==> src/design/lkv_pkg.sv <==
package lkv_pkg;

  localparam int unsigned MaxEntries = 16;
  localparam int unsigned KeyWidth   = 32;
  localparam int unsigned ValueWidth = 32;

  localparam int unsigned CapWidth = 5;
  localparam logic [CapWidth-1:0] CapReset = 5'd16;

  localparam logic OpGet = 1'b0;
  localparam logic OpPut = 1'b1;

  typedef struct packed {
    logic go;
    logic put;
    logic hit;
    logic evict;
  } ctrl_t;

endpackage

==> src/design/lkv_req_if.sv <==
interface lkv_req_if #(
  parameter int unsigned KEY_WIDTH   = lkv_pkg::KeyWidth,
  parameter int unsigned VALUE_WIDTH = lkv_pkg::ValueWidth
);
  logic                   valid;
  logic                   ready;
  logic                   opcode;
  logic [KEY_WIDTH-1:0]   key;
  logic [VALUE_WIDTH-1:0] write_value;

  modport source (output valid, output opcode, output key, output write_value, input ready);
  modport sink   (input valid, input opcode, input key, input write_value, output ready);
endinterface

==> src/design/lkv_rsp_if.sv <==
interface lkv_rsp_if #(
  parameter int unsigned KEY_WIDTH   = lkv_pkg::KeyWidth,
  parameter int unsigned VALUE_WIDTH = lkv_pkg::ValueWidth
);
  logic                   valid;
  logic                   ready;
  logic                   hit;
  logic [VALUE_WIDTH-1:0] read_value;
  logic                   evicted;
  logic [KEY_WIDTH-1:0]   evicted_key;

  modport source (output valid, output hit, output read_value, output evicted,
                  output evicted_key, input ready);
  modport sink   (input valid, input hit, input read_value, input evicted,
                  input evicted_key, output ready);
endinterface

==> src/design/lkv_cell.sv <==
module lkv_cell #(
  parameter int unsigned KEY_WIDTH   = lkv_pkg::KeyWidth,
  parameter int unsigned VALUE_WIDTH = lkv_pkg::ValueWidth
) (
  input  logic                   clk_i,
  input  logic                   rst_ni,
  input  lkv_pkg::ctrl_t         ctrl_i,
  input  logic [KEY_WIDTH-1:0]   search_key_i,
  input  logic                   prev_valid_i,
  input  logic [KEY_WIDTH-1:0]   prev_key_i,
  input  logic [VALUE_WIDTH-1:0] prev_value_i,
  input  logic                   later_match_i,
  output logic                   valid_o,
  output logic [KEY_WIDTH-1:0]   key_o,
  output logic [VALUE_WIDTH-1:0] value_o,
  output logic                   match_o,
  output logic                   later_match_o
);

  logic                   valid_q, valid_d;
  logic [KEY_WIDTH-1:0]   key_q;
  logic [VALUE_WIDTH-1:0] value_q;
  logic                   match;
  logic                   shift;

  assign match = valid_q && (key_q == search_key_i);

  always_comb begin
    shift = 1'b0;
    if (ctrl_i.go) begin
      if (ctrl_i.hit) begin
        shift = match || later_match_i;
      end else if (ctrl_i.put) begin
        shift = ctrl_i.evict ? valid_q : 1'b1;
      end
    end
    valid_d = shift ? prev_valid_i : valid_q;
  end

  always_ff @(posedge clk_i or negedge rst_ni) begin
    if (!rst_ni) begin
      valid_q <= 1'b0;
    end else begin
      valid_q <= valid_d;
    end
  end

  always_ff @(posedge clk_i) begin
    if (shift) begin
      key_q   <= prev_key_i;
      value_q <= prev_value_i;
    end
  end

  assign valid_o       = valid_q;
  assign key_o         = key_q;
  assign value_o       = value_q;
  assign match_o       = match;
  assign later_match_o = match || later_match_i;

endmodule

==> src/design/lru_key_value_cache_core.sv <==
// Fully associative key-value cache with least-recently-used replacement.
// Request channel req_i carries opcode (get or put), key and write_value;
// response channel rsp_o returns hit, read_value, evicted and evicted_key,
// one response per request, in request order.
// Entries sit in a row of cells ordered by recency, the most recent in
// cell 0. Every request compares its key against all cells at once and the
// cells ahead of the touched position pass their entries one place along.
// The response is registered and appears in the cycle after the transfer
// of its request. Throughput: one request per cycle while the receiver
// takes responses, set by the key compare and shift across the row.
// Capacity is written through cfg_we_i/cfg_wdata_i; the user must do so only while the
// cache is idle; the block does not enforce it. Zero acts as one, values above MAX_ENTRIES as MAX_ENTRIES.
// Reset empties the cache, sets capacity to 16 and drops any response held.
// While the receiver stalls, the held response stays put and a new request
// is taken only in the cycle the held response is transferred.
module lru_key_value_cache_core #(
  parameter int unsigned MAX_ENTRIES = lkv_pkg::MaxEntries,
  parameter int unsigned KEY_WIDTH   = lkv_pkg::KeyWidth,
  parameter int unsigned VALUE_WIDTH = lkv_pkg::ValueWidth
) (
  input  logic                           clk_i,
  input  logic                           rst_ni,
  input  logic                           cfg_we_i,
  input  logic [lkv_pkg::CapWidth-1:0]   cfg_wdata_i,
  lkv_req_if.sink                        req_i,
  lkv_rsp_if.source                      rsp_o
);

  localparam int unsigned OccWidth = $clog2(MAX_ENTRIES + 1);
  localparam int unsigned CmpWidth =
      (OccWidth > lkv_pkg::CapWidth) ? OccWidth : lkv_pkg::CapWidth;

  logic [lkv_pkg::CapWidth-1:0] cap_q;
  logic [OccWidth-1:0]          occ_q, occ_d;

  logic                   rsp_valid_q;
  logic                   rsp_hit_q;
  logic [VALUE_WIDTH-1:0] rsp_value_q;
  logic                   rsp_evicted_q;
  logic [KEY_WIDTH-1:0]   rsp_evkey_q;

  logic                   cell_valid [MAX_ENTRIES];
  logic [KEY_WIDTH-1:0]   cell_key   [MAX_ENTRIES];
  logic [VALUE_WIDTH-1:0] cell_value [MAX_ENTRIES];
  logic [MAX_ENTRIES-1:0] cell_match;
  logic                   later_match [MAX_ENTRIES+1];

  lkv_pkg::ctrl_t         ctrl;
  logic                   go;
  logic                   is_put;
  logic                   hit;
  logic                   full;
  logic [VALUE_WIDTH-1:0] hit_value;
  logic [KEY_WIDTH-1:0]   last_key;
  logic [VALUE_WIDTH-1:0] front_value;

  assign req_i.ready = !rsp_valid_q || rsp_o.ready;
  assign go          = req_i.valid && req_i.ready;
  assign is_put      = (req_i.opcode == lkv_pkg::OpPut);
  assign hit         = |cell_match;

  always_comb begin
    if (cap_q == '0) begin
      full = (occ_q != '0);
    end else begin
      full = (CmpWidth'(occ_q) >= CmpWidth'(cap_q)) ||
             (occ_q == OccWidth'(MAX_ENTRIES));
    end
  end

  always_comb begin
    ctrl.go    = go;
    ctrl.put   = is_put;
    ctrl.hit   = hit;
    ctrl.evict = is_put && !hit && full;
  end

  always_comb begin
    hit_value = '0;
    last_key  = '0;
    for (int unsigned i = 0; i < MAX_ENTRIES; i++) begin
      if (cell_match[i]) begin
        hit_value = hit_value | cell_value[i];
      end
      if (cell_valid[i] && ((i == MAX_ENTRIES - 1) || !cell_valid[(i+1) % MAX_ENTRIES])) begin
        last_key = last_key | cell_key[i];
      end
    end
  end

  assign front_value = is_put ? req_i.write_value : hit_value;

  assign later_match[MAX_ENTRIES] = 1'b0;

  for (genvar g = 0; g < MAX_ENTRIES; g++) begin : gen_cell
    logic                   prev_valid;
    logic [KEY_WIDTH-1:0]   prev_key;
    logic [VALUE_WIDTH-1:0] prev_value;

    if (g == 0) begin : gen_front
      assign prev_valid = 1'b1;
      assign prev_key   = req_i.key;
      assign prev_value = front_value;
    end else begin : gen_link
      assign prev_valid = cell_valid[g-1];
      assign prev_key   = cell_key[g-1];
      assign prev_value = cell_value[g-1];
    end

    lkv_cell #(
      .KEY_WIDTH   (KEY_WIDTH),
      .VALUE_WIDTH (VALUE_WIDTH)
    ) u_cell (
      .clk_i         (clk_i),
      .rst_ni        (rst_ni),
      .ctrl_i        (ctrl),
      .search_key_i  (req_i.key),
      .prev_valid_i  (prev_valid),
      .prev_key_i    (prev_key),
      .prev_value_i  (prev_value),
      .later_match_i (later_match[g+1]),
      .valid_o       (cell_valid[g]),
      .key_o         (cell_key[g]),
      .value_o       (cell_value[g]),
      .match_o       (cell_match[g]),
      .later_match_o (later_match[g])
    );
  end

  always_comb begin
    occ_d = occ_q;
    if (go && is_put && !hit && !full) begin
      occ_d = occ_q + OccWidth'(1);
    end
  end

  always_ff @(posedge clk_i or negedge rst_ni) begin
    if (!rst_ni) begin
      cap_q       <= lkv_pkg::CapReset;
      occ_q       <= '0;
      rsp_valid_q <= 1'b0;
    end else begin
      if (cfg_we_i) begin
        cap_q <= cfg_wdata_i;
      end
      occ_q <= occ_d;
      if (go) begin
        rsp_valid_q <= 1'b1;
      end else if (rsp_o.ready) begin
        rsp_valid_q <= 1'b0;
      end
    end
  end

  always_ff @(posedge clk_i) begin
    if (go) begin
      rsp_hit_q     <= hit;
      rsp_evicted_q <= ctrl.evict;
      rsp_evkey_q   <= ctrl.evict ? last_key : '0;
      if (is_put) begin
        rsp_value_q <= '0;
      end else begin
        rsp_value_q <= hit ? hit_value : '1;
      end
    end
  end

  assign rsp_o.valid       = rsp_valid_q;
  assign rsp_o.hit         = rsp_hit_q;
  assign rsp_o.read_value  = rsp_value_q;
  assign rsp_o.evicted     = rsp_evicted_q;
  assign rsp_o.evicted_key = rsp_evkey_q;

endmodule

==> src/flat_wrapper.sv <==
// flat-port wrapper written by rule: the top's interface ports become plain ports
module lru_key_value_cache_core_flat 
#(
  parameter int unsigned MAX_ENTRIES = lkv_pkg::MaxEntries,
  parameter int unsigned KEY_WIDTH   = lkv_pkg::KeyWidth,
  parameter int unsigned VALUE_WIDTH = lkv_pkg::ValueWidth
)
  (clk_i, rst_ni, cfg_we_i, cfg_wdata_i, req_i_valid, req_i_opcode, req_i_key, req_i_write_value, req_i_ready, rsp_o_valid, rsp_o_hit, rsp_o_read_value, rsp_o_evicted, rsp_o_evicted_key, rsp_o_ready);
  lkv_req_if #(.KEY_WIDTH(KEY_WIDTH), .VALUE_WIDTH(VALUE_WIDTH)) req_i_i ();
  lkv_rsp_if #(.KEY_WIDTH(KEY_WIDTH), .VALUE_WIDTH(VALUE_WIDTH)) rsp_o_i ();
  input  logic clk_i;
  input  logic rst_ni;
  input  logic cfg_we_i;
  input  logic [lkv_pkg::CapWidth-1:0] cfg_wdata_i;
  input wire logic [$bits(req_i_i.valid)-1:0] req_i_valid;
  input wire logic [$bits(req_i_i.opcode)-1:0] req_i_opcode;
  input wire logic [$bits(req_i_i.key)-1:0] req_i_key;
  input wire logic [$bits(req_i_i.write_value)-1:0] req_i_write_value;
  output wire logic [$bits(req_i_i.ready)-1:0] req_i_ready;
  output wire logic [$bits(rsp_o_i.valid)-1:0] rsp_o_valid;
  output wire logic [$bits(rsp_o_i.hit)-1:0] rsp_o_hit;
  output wire logic [$bits(rsp_o_i.read_value)-1:0] rsp_o_read_value;
  output wire logic [$bits(rsp_o_i.evicted)-1:0] rsp_o_evicted;
  output wire logic [$bits(rsp_o_i.evicted_key)-1:0] rsp_o_evicted_key;
  input wire logic [$bits(rsp_o_i.ready)-1:0] rsp_o_ready;
  assign req_i_i.valid = req_i_valid;
  assign req_i_i.opcode = req_i_opcode;
  assign req_i_i.key = req_i_key;
  assign req_i_i.write_value = req_i_write_value;
  assign req_i_ready = req_i_i.ready;
  assign rsp_o_valid = rsp_o_i.valid;
  assign rsp_o_hit = rsp_o_i.hit;
  assign rsp_o_read_value = rsp_o_i.read_value;
  assign rsp_o_evicted = rsp_o_i.evicted;
  assign rsp_o_evicted_key = rsp_o_i.evicted_key;
  assign rsp_o_i.ready = rsp_o_ready;
  lru_key_value_cache_core #(.MAX_ENTRIES(MAX_ENTRIES), .KEY_WIDTH(KEY_WIDTH), .VALUE_WIDTH(VALUE_WIDTH)) u_core (.clk_i(clk_i), .rst_ni(rst_ni), .cfg_we_i(cfg_we_i), .cfg_wdata_i(cfg_wdata_i), .req_i(req_i_i), .rsp_o(rsp_o_i));
endmodule
==> config.mk <==
export PLATFORM = sky130hd
export DESIGN_NAME = lru_key_value_cache_core_flat
export DESIGN_NICKNAME = d
export VERILOG_FILES = /design/src/design/lkv_pkg.sv /design/src/design/lkv_req_if.sv /design/src/design/lkv_rsp_if.sv /design/src/design/lkv_cell.sv /design/src/design/lru_key_value_cache_core.sv /design/src/flat_wrapper.sv
export SDC_FILE = /design/constraint.sdc
export NUM_CORES = 1
export LEC_CHECK = 0
export ABC_AREA = 0
export ABC_CLOCK_PERIOD_IN_PS = 10700
export CELL_PAD_IN_SITES_DETAIL_PLACEMENT = 1
export CELL_PAD_IN_SITES_GLOBAL_PLACEMENT = 2
export CORE_AREA = 5 5 360 362
export DETAILED_ROUTE_END_ITERATION = 12
export DIE_AREA = 0 0 365 367
export DONT_BUFFER_PORTS = 1
export PLACE_DENSITY = 0.73
export SETUP_SLACK_MARGIN = 0.05
export SYNTH_ARGS = -nofsm -noshare
export SYNTH_HDL_FRONTEND = slang
export SYNTH_SLANG_ARGS = --single-unit
==> constraint.sdc <==
create_clock -name clk_i -period 10.7 [get_ports clk_i]
set_input_delay 2.14 -clock clk_i [delete_from_list [all_inputs] [get_ports clk_i]]
set_output_delay 2.14 -clock clk_i [all_outputs]
set_load 0.05 [all_outputs]
==> results.sh <==
export IMPL_yosys_warnings=0
export IMPL_cts_resized=0
export IMPL_crit_buf_inv=3
export IMPL_p_sw_mw=4.14
export IMPL_dr_pass1_iters=6
export IMPL_drt_wl_total_um=202000
export IMPL_initial_core_util_pct=37.5
export IMPL_clock_sinks=1117
export IMPL_status="finished clean"
export IMPL_syn2layout_area_growth_pct=11.4
export IMPL_muxShareOfSynthArea_pct=0.0475
export IMPL_tightest_slew_ns=1.39
export IMPL_wl_per_cell_um=41.6
export IMPL_startpoint_type="input port"
export IMPL_postPlaceCellArea_um2=49200
export IMPL_maxSlewHeadroom_pct=6.35
export IMPL_worstHoldStart="u_core.gen_cell[3].u_cell.value_o[15]"
export IMPL_critical_path_max_stage_delay_ns=1.07
export IMPL_first_iter_violations=5401
export IMPL_regArea_um2=33400
export IMPL_gr_total_overflow=0
export IMPL_hold_violations=0
export IMPL_finalClockSkew_ns=0.0298
export IMPL_final_cell_area_um2=52800
export IMPL_max_cap_viol_count=0
export IMPL_hold_path_end="u_core.gen_cell[4].u_cell.value_o[15]"
export IMPL_fin_crit_sh_pct=66.5
export IMPL_cp_data_arrival_time_ns=7.48
export IMPL_timing_rr_start="u_core.gen_cell[5].u_cell.key_o[27]"
export IMPL_core_um2=126000
export IMPL_cts_buffers=111
export IMPL_antennaDiodeCount=0
export IMPL_cts_root_buf="clkbuf_16"
export IMPL_synth_cell_types=59
export IMPL_synth_compound_area_share_pct=10.3
export IMPL_hold_buffers=0
export IMPL_synth_fa_ha_area_share_pct=0.185
export IMPL_path_clk_slew_ns=0.06
export IMPL_dieHeight_um=367
export IMPL_cts_tree="built"
export IMPL_period_needed_ns=7.11
export IMPL_num_rows=131
export IMPL_synth_xor_area_share_pct=9.43
export IMPL_startpoint="req_i_key[27]"
export IMPL_max_vdd_ir_drop_v=0.000154
export IMPL_clk_latency_ns=0.74
export IMPL_r2r_setup_slack_ns=4.55
export IMPL_synth_flop_cell="edfxtp_1"
export IMPL_postSynthAreaPerCell_um2=15.2
export IMPL_crit_type="in2reg"
export IMPL_ff2ff_path_depth=11
export IMPL_cp_max_fo=35
export IMPL_hp_class="reg2reg"
export IMPL_fmax_mhz=141
export IMPL_critical_path_top_delay_family="simple AND/OR/NAND/NOR gates"
export IMPL_synthCells=3126
export IMPL_via_per_inst=6.60
export IMPL_hold_depth=0
export IMPL_synth_top_area_cell="edfxtp_1"
export IMPL_grt_max_degree=67
export IMPL_numPortBuffers=0
export IMPL_finalMaxSlewViolations=0
export IMPL_ys_seq_elements=1117
export IMPL_drive_gt1_share_pct=9.28
export IMPL_p_leak_nw=16.9
export IMPL_synth_common_cells="1090 x edfxtp_1, 343 x xor2_1, 322 x a22oi_1"
export IMPL_synth_top_family_by_area="compound AO/OA/AOI/OAI gates"
export IMPL_pwr_share_comb_pct=19.9
export IMPL_detail_route_antenna_nets=0
export IMPL_synthTopCellsByArea="edfxtp_1 69%, xor2_1 6.3%, a22oi_1 5.1%"
export IMPL_rsz0062_at_grt="false"
export IMPL_die_area_um2=134000
export IMPL_netSwitchingFraction_pct=33.6
export IMPL_synth_area_um2=47400
export IMPL_htree_levels=3
export IMPL_async_flop_share_pct=2.42
export IMPL_multi_input_area_um2=13100
export IMPL_cts_buffer_depth=3
export IMPL_antenna_found_initial=4
export IMPL_yosysMostFrequentCell="edfxtp_1"
export IMPL_path_common_cell="buf_4"
export IMPL_synthSimpleGateAreaFrac_pct=6.78
export IMPL_grt_pass1_vias=30900
export IMPL_seq_power_share_pct=47.9
export IMPL_finalSetupViolCount=0
export IMPL_dpl_hpwl_um=131000
export IMPL_grt_pass1_wl_um=272000
export IMPL_setup_tns_ns=0
export IMPL_critPathCaptureType="flop"
export IMPL_cp_required_ns=11.07
export IMPL_ys_seq_area_share_pct=70.5
export IMPL_synth_top_area_share_pct=69.1
export IMPL_post_route_drc_count=0
export IMPL_nFillCells=12500
export IMPL_top_level_ports=143
export IMPL_fp_dieW_um=365
export IMPL_synth_edf_count=1090
export IMPL_gp_routability_congestion=1.04
export IMPL_critical_path_cell_chain="xor2_1 > nor4_1 > nand4_1 > nor4_4 > buf_4 > or3_1 > or2_1 > nor3_2 > buf_4 > a21oi_4 > buf_4"
export IMPL_vias=32100
export IMPL_power_density_nw_per_um2=233
export IMPL_p_clk_share_pct=32.2
export IMPL_syn_nets=3208
export IMPL_final_nets=3194
export IMPL_grt_total_usage_pct=29.3
export IMPL_cpMaxStageDelayCell="nor4_1"
export IMPL_p_int_mw=8.17
export IMPL_rr_endpoint="u_core.gen_cell[0].u_cell.key_o[6]"
export IMPL_cts_setup_buffers=0
area by class of cell:
class,count,area share [%]
sequential,1117,63.3
multi-input combinational,1792,24.8
clock buffer,147,5.62
tap,1662,3.94
clock inverter,53,1.17
timing repair buffer,74,1.10
inverter,16,0.119
power by group through the flow:
stage          Clock, mW  Sequential [mW]  Combinational (mW)
2_1_floorplan          0             5.77                1.25
3_3_place_gp           0             5.94                2.32
3_5_place_dp           0             5.95                2.33
4_1_cts             3.99             5.87                2.35
5_1_grt             4.19             5.90                2.45
6_report            3.97             5.90                2.44
worst max path at each step:
stage,slack [ns],end,cells after the start
2_1_floorplan,1.42,u_core.gen_cell[6].u_cell.key_o[0],11
3_3_place_gp,3.21,u_core.gen_cell[0].u_cell.key_o[11],11
3_5_place_dp,3.15,u_core.gen_cell[0].u_cell.key_o[11],11
4_1_cts,3.91,u_core.gen_cell[0].u_cell.key_o[6],11
5_1_grt,3.66,u_core.gen_cell[0].u_cell.key_o[31],11
6_report,3.59,u_core.gen_cell[0].u_cell.key_o[6],11
through the flow:
step	setup slack (ns)	cells	hold WS [ns]	util [%]	power [mW]
2_1_floorplan	1.42	3126	0.426	-	7.02
4_1_cts	3.91	4861	0.446	41.8	12.2
5_1_grt	3.66	4861	0.454	41.8	12.5
3_3_place_gp	3.21	4661	0.428	38.9	8.27
6_report	3.59	4861	0.443	41.8	12.3
3_5_place_dp	3.15	4661	0.435	38.9	8.28
cell usage in the layout, fill, tap and decap left out, types with 3 or more instances in the layout:
master | synthesis | final
or3_1 | 7 | 7
nor3_1 | 28 | 25
a22oi_1 | 322 | 322
edfxtp_1 | 1090 | 1090
nand3_1 | 125 | 125
nor4_4 | 1 | 8
a211oi_1 | 4 | 3
a21o_1 | 5 | 5
a21oi_1 | 88 | 73
o32a_1 | 11 | 11
nor4_1 | 94 | 93
and4_2 | 0 | 3
xnor2_1 | 167 | 167
nand2b_1 | 7 | 6
buf_4 | 29 | 72
bufinv_16 | 0 | 10
nor3_2 | 4 | 6
inv_1 | 15 | 13
or4_1 | 3 | 3
clkbuf_16 | 0 | 112
a22o_1 | 79 | 79
clkinv_1 | 0 | 11
nand4_1 | 82 | 82
clkinv_2 | 0 | 22
clkbuf_1 | 108 | 32
nor2_1 | 159 | 159
xor2_1 | 343 | 343
a221oi_1 | 95 | 95
clkinv_16 | 0 | 3
o21ai_0 | 43 | 43
o22a_1 | 3 | 3
ha_1 | 7 | 7
dfrtp_1 | 26 | 25
clkbuf_8 | 0 | 3
nand2_1 | 61 | 60
nor2b_4 | 0 | 15
or2_2 | 3 | 3
a21oi_4 | 0 | 15
metal layers:
layer  track usage (%)  part of all wire (%)  vias up
met5                 0                 0.011        -
met4              11.6                   4.6        4
met3              10.2                    14      407
met2              42.4                    42     2592
met1              40.5                    39    16800
li1                  -                     -    12200
flip-flops by register name (all words and copies together) (netlist names):
name / flops
u_core.occ_q: 5
u_core.gen_cell.u_cell.key_o: 512
u_core.rsp_o.valid: 1
u_core.rsp_o.evicted: 1
u_core.gen_cell.u_cell.value_o: 512
u_core.rsp_o.evicted_key: 32
u_core.rsp_o.read_value: 32
u_core.gen_cell.u_cell.valid_o: 16
u_core.rsp_o.hit: 1
u_core.cap_q: 5
worst register-to-register path: stages (launching register included):
cell and delay (ns):
edfxtp_1 0.44, xor2_1 0.31, nor4_1 1.08, nand4_1 0.47, nor4_4 0.38, buf_4 0.58
or3_1 0.40, or2_1 0.24, nor3_2 0.06, buf_4 0.23, a21oi_4 1.01, buf_4 0.56
kinds of logic after synthesis:
family	count (synthesis)
adder cells (fa/ha/maj)	7
multiplexers	2
AND/OR/NAND/NOR	613
AO/OA/AOI/OAI	660
buffers and inverters	217
flip-flops	1117
XOR/XNOR	510
No activity file was read; power rests on OpenSTA's default activity.
